**src/design/vdst_ram.sv**
```systemverilog
// ----------------------------------------------------------------------------
// vdst_ram
// single port write, single port read ram with registered read data
// ----------------------------------------------------------------------------
module vdst_ram #(
	parameter int unsigned WIDTH = 8,
	parameter int unsigned DEPTH = 16
) (
	input  logic                     clk,
	input  logic                     we,
	input  logic [$clog2(DEPTH)-1:0] waddr,
	input  logic [WIDTH-1:0]         wdata,
	input  logic [$clog2(DEPTH)-1:0] raddr,
	output logic [WIDTH-1:0]         rdata
);

	logic [WIDTH-1:0] mem_q [DEPTH];

	always_ff @(posedge clk) begin
		if (we) begin
			mem_q[waddr] <= wdata;
		end
		rdata <= mem_q[raddr];
	end

endmodule

```
**config.mk**
```make
export PLATFORM = sky130hd
export DESIGN_NAME = vdst_ram
export DESIGN_NICKNAME = d
export VERILOG_FILES = /design/src/design/vdst_ram.sv
export SDC_FILE = /design/constraint.sdc
export NUM_CORES = 1
export LEC_CHECK = 0
export BUFFER_PORTS_ARGS = -buffer_cell sky130_fd_sc_hd__buf_2
export CAP_MARGIN = 30
export CORE_UTILIZATION = 37
export DETAILED_ROUTE_END_ITERATION = 8
export PLACE_DENSITY = 0.53
export SYNTH_ARGS = -nofsm -noshare
export SYNTH_HDL_FRONTEND = slang
export SYNTH_SLANG_ARGS = --single-unit
```
**constraint.sdc**
```tcl
create_clock -name clk -period 2.24 [get_ports clk]
set_clock_uncertainty 0.1 [all_clocks]
set_input_delay 0.224 -clock clk [delete_from_list [all_inputs] [get_ports clk]]
set_output_delay 0.224 -clock clk [all_outputs]
set_load 0.1 [all_outputs]
```
Word level (Yosys, flattened, before mapping)
Memory sizes are Yosys's and may differ from the RTL's. A register that Yosys moved wholly into a read port is not among the register bits. Cells that the tools add are included.

Logic and storage cells: 3. RAM bits: 128. Register bits: 0. Input bits: 18. Memories: 1.

Multiplexer cells: 2.

Memory list: mem_q (depth 16, width 8, read ports 1, clocked after memory_dff 1, wr ports 1, line 17) `logic [WIDTH-1:0] mem_q [DEPTH];`.

Operator list (count): $mux W1 (2).

Longest topological paths before layout
Word-level depth: 2. Gate-level depth with buffers: 5. Gate-level depth less buffers: 3.

Worst setup path after synthesis
No wires, ideal clock.

Path type: in2reg. Start point: in waddr[2]. End point: mem mem_q[0][0] (enable). Data required time: 1.757 ns. Stages: 2. Path slack: 0.423 ns. Library setup time: 0.383 ns. Arrival time: 1.334 ns. Cell sequence: or3b_2 > nor3_1.

RTL lines: from (decl) (line 11) `input logic [$clog2(DEPTH)-1:0] waddr,`; to (decl) (line 17).

Straight into the memory's write port.

Worst setup path after layout
Start point: reg rdata[6] (read register of mem_q). End point: out rdata[6].

RTL lines: from (decl) (line 14) `output logic [WIDTH-1:0] rdata`.

No word-level cell between the ends.

==> flow_summary.json <==
{
  "seqCellArea_mm2": 0.00400,
  "vias": 2426,
  "grt_max_degree": 33,
  "cp_num_cells": 1,
  "cts_tree": "yes",
  "wl_per_cell_um": 22.4,
  "cp_num_buf_inv": 1,
  "worst_pin_slew_ps": 733,
  "ff2ff_path_depth": 3,
  "grtUsageTotal": 0.164,
  "path_cells": "buf_2",
  "fp.dieH_um": 120,
  "multi_input_area_mm2": 0.00106,
  "cp_top_family": "buffers and inverters",
  "hold_depth": 1,
  "cts_buffer_depth": 2,
  "hold_start": "wdata[6]",
  "htreeDepth": 4,
  "postCtsSetupBuffers": 0,
  "finalSetupViolCount": 0,
  "critPathLaunchType": "flop",
  "clock_sinks": 136,
  "wl_met1_um": 4850,
  "worstPathRequired_ps": 1920,
  "cp_max_fo": 1,
  "finalPower_mw": 5.80,
  "path_class": "reg2out",
  "fin_area_mm2": 0.00613,
  "hold_viol_final": 0,
  "ant_nets": 0,
  "drc_errors": 0,
  "fin_crit_sh": 0.701,
  "wl_um": 10600,
  "hold_class": "in2reg",
  "die_area_mm2": 0.0144,
  "viasPerCell": 5.14,
  "cts_root_buffer": "clkbuf_16",
  "cts_resized": 0,
  "grt_pass1_wl_um": 16200,
  "fin_setup_tns_ps": 0,
  "clock_latency_ps": 410,
  "synthCells": 229,
  "synth_seq_cells": 136,
  "leakage_nw": 2.08,
  "mappedNetlistNets": 247,
  "first_global_vias": 2524,
  "startpoint": "rdata[6]",
  "ys_types": 19,
  "finish.net_count": 301,
  "final_common_cell": "edfxtp_1",
  "cap_violations": 0,
  "antenna_found_initial": 0,
  "antenna_cells": 0,
  "finalCriticalPeriod_ps": 1570,
  "core_area_mm2": 0.0134,
  "fp-row-count": 42,
  "layout-drive-gt1-share": 0.291,
  "power.density_mw_per_mm2": 945,
  "relSlewSlack": 0.509,
  "fmax_mhz": 636,
  "slew_violations": 0,
  "cts_made_buffers": 17,
  "first_pass_iters": 4,
  "place_area_mm2": 0.00559,
  "met3_length_um": 477,
  "yosysWarnings": 0,
  "timing.rr.start": "mem_q[10][3]",
  "ir_drop_v": 0.000475,
  "path_clk_slew_ps": 50,
  "ys_seq_area_frac": 0.778,
  "portBuffers": 25,
  "hold_buffers": 0,
  "start_util": 0.384,
  "gp_congestion": 0.715,
  "synth_area_mm2": 0.00515,
  "crit_arrival_ps": 1250,
  "top_layer": "met4",
  "route.met2.wl_um": 5160,
  "area_growth_pct": 19.2,
  "dp_hpwl_um": 6680,
  "grt_overflow_total": 0,
  "num-fill-cells": 1132,
  "die_width_um": 120,
  "rsz0062_at_grt": "no",
  "end_kind": "primary output",
  "postSynthAreaPerCell_um2": 22.5,
  "max_stage_delay_ps": 450,
  "ios": 26,
  "final_cell_mix": "edfxtp_1 (128), buf_2 (25), mux4_2 (18)",
  "hold_slack_ps": 107,
  "drt-initial-drc-count": 189,
  "slowest_stage": "buf_2",
  "outcome": "completed"
}
-- metrics by stage --
stage / setup WS (ps) / util / instances
after floorplan: 423 / - / 229
after global placement: 246 / 0.417 / 440
after detailed placement: 238 / 0.417 / 440
after CTS: 625 / 0.458 / 472
after global routing: 619 / 0.458 / 472
final: 669 / 0.458 / 472
-- power by group --
part           total [mW]  internal [mW]  switching (mW)
Sequential           2.87           2.85          0.0198
Clock                2.54           1.61           0.930
Combinational       0.393          0.118           0.275
-- state kept, by name, indices dropped and copies added (netlist names) --
name and cells:
rdata 8, mem_q 128
-- cell families after synthesis --
group | count (synthesis) | synth area share
DFF | 136 | 0.778
buffers and inverters | 10 | 0.0168
and+or+nand+nor | 35 | 0.0318
muxes | 32 | 0.150
AOI/OAI and AO/OA | 16 | 0.0233
-- layer usage --
layer,global-route usage,up-vias
met5,0,-
met4,0.0602,0
met3,0.0447,8
met2,0.241,59
met1,0.233,1272
li1,-,1087
-- final timing paths --
path	slack [ps]	to
max reg2reg	740	rdata[3]
min	110	mem_q[14][6]
min reg2reg	580	rdata[3]
max	670	rdata[6]
-- layout make-up --
cell class                 count  area share
sequential                   136       0.653
clock buffer                  28      0.0810
tap                          176      0.0359
multi-input combinational     83       0.172
clock inverter                 4     0.00694
timing repair buffer          45      0.0510
-- synthesized netlist by cell type --
| master | count | area [µm²] |
|---|---|---|
| a22oi_1 | 16 | 120 |
| and2_1 | 1 | 6.26 |
| and2b_1 | 1 | 7.51 |
| buf_2 | 3 | 15.0 |
| buf_4 | 1 | 7.51 |
| buf_6 | 3 | 33.8 |
| clkdlybuf4s25_2 | 3 | 30.0 |
| dfxtp_1 | 8 | 160 |
| edfxtp_1 | 128 | 3840 |
| mux4_1 | 14 | 368 |
| mux4_2 | 18 | 405 |
| nand2_1 | 9 | 33.8 |
| nand2b_1 | 2 | 12.5 |
| nand3_1 | 1 | 5.00 |
| nand3b_1 | 2 | 15.0 |
| nor2_1 | 13 | 48.8 |
| nor2b_1 | 1 | 6.26 |
| nor3_1 | 4 | 20.0 |
| or3b_2 | 1 | 8.76 |
(Power assumes the default switching activity.)
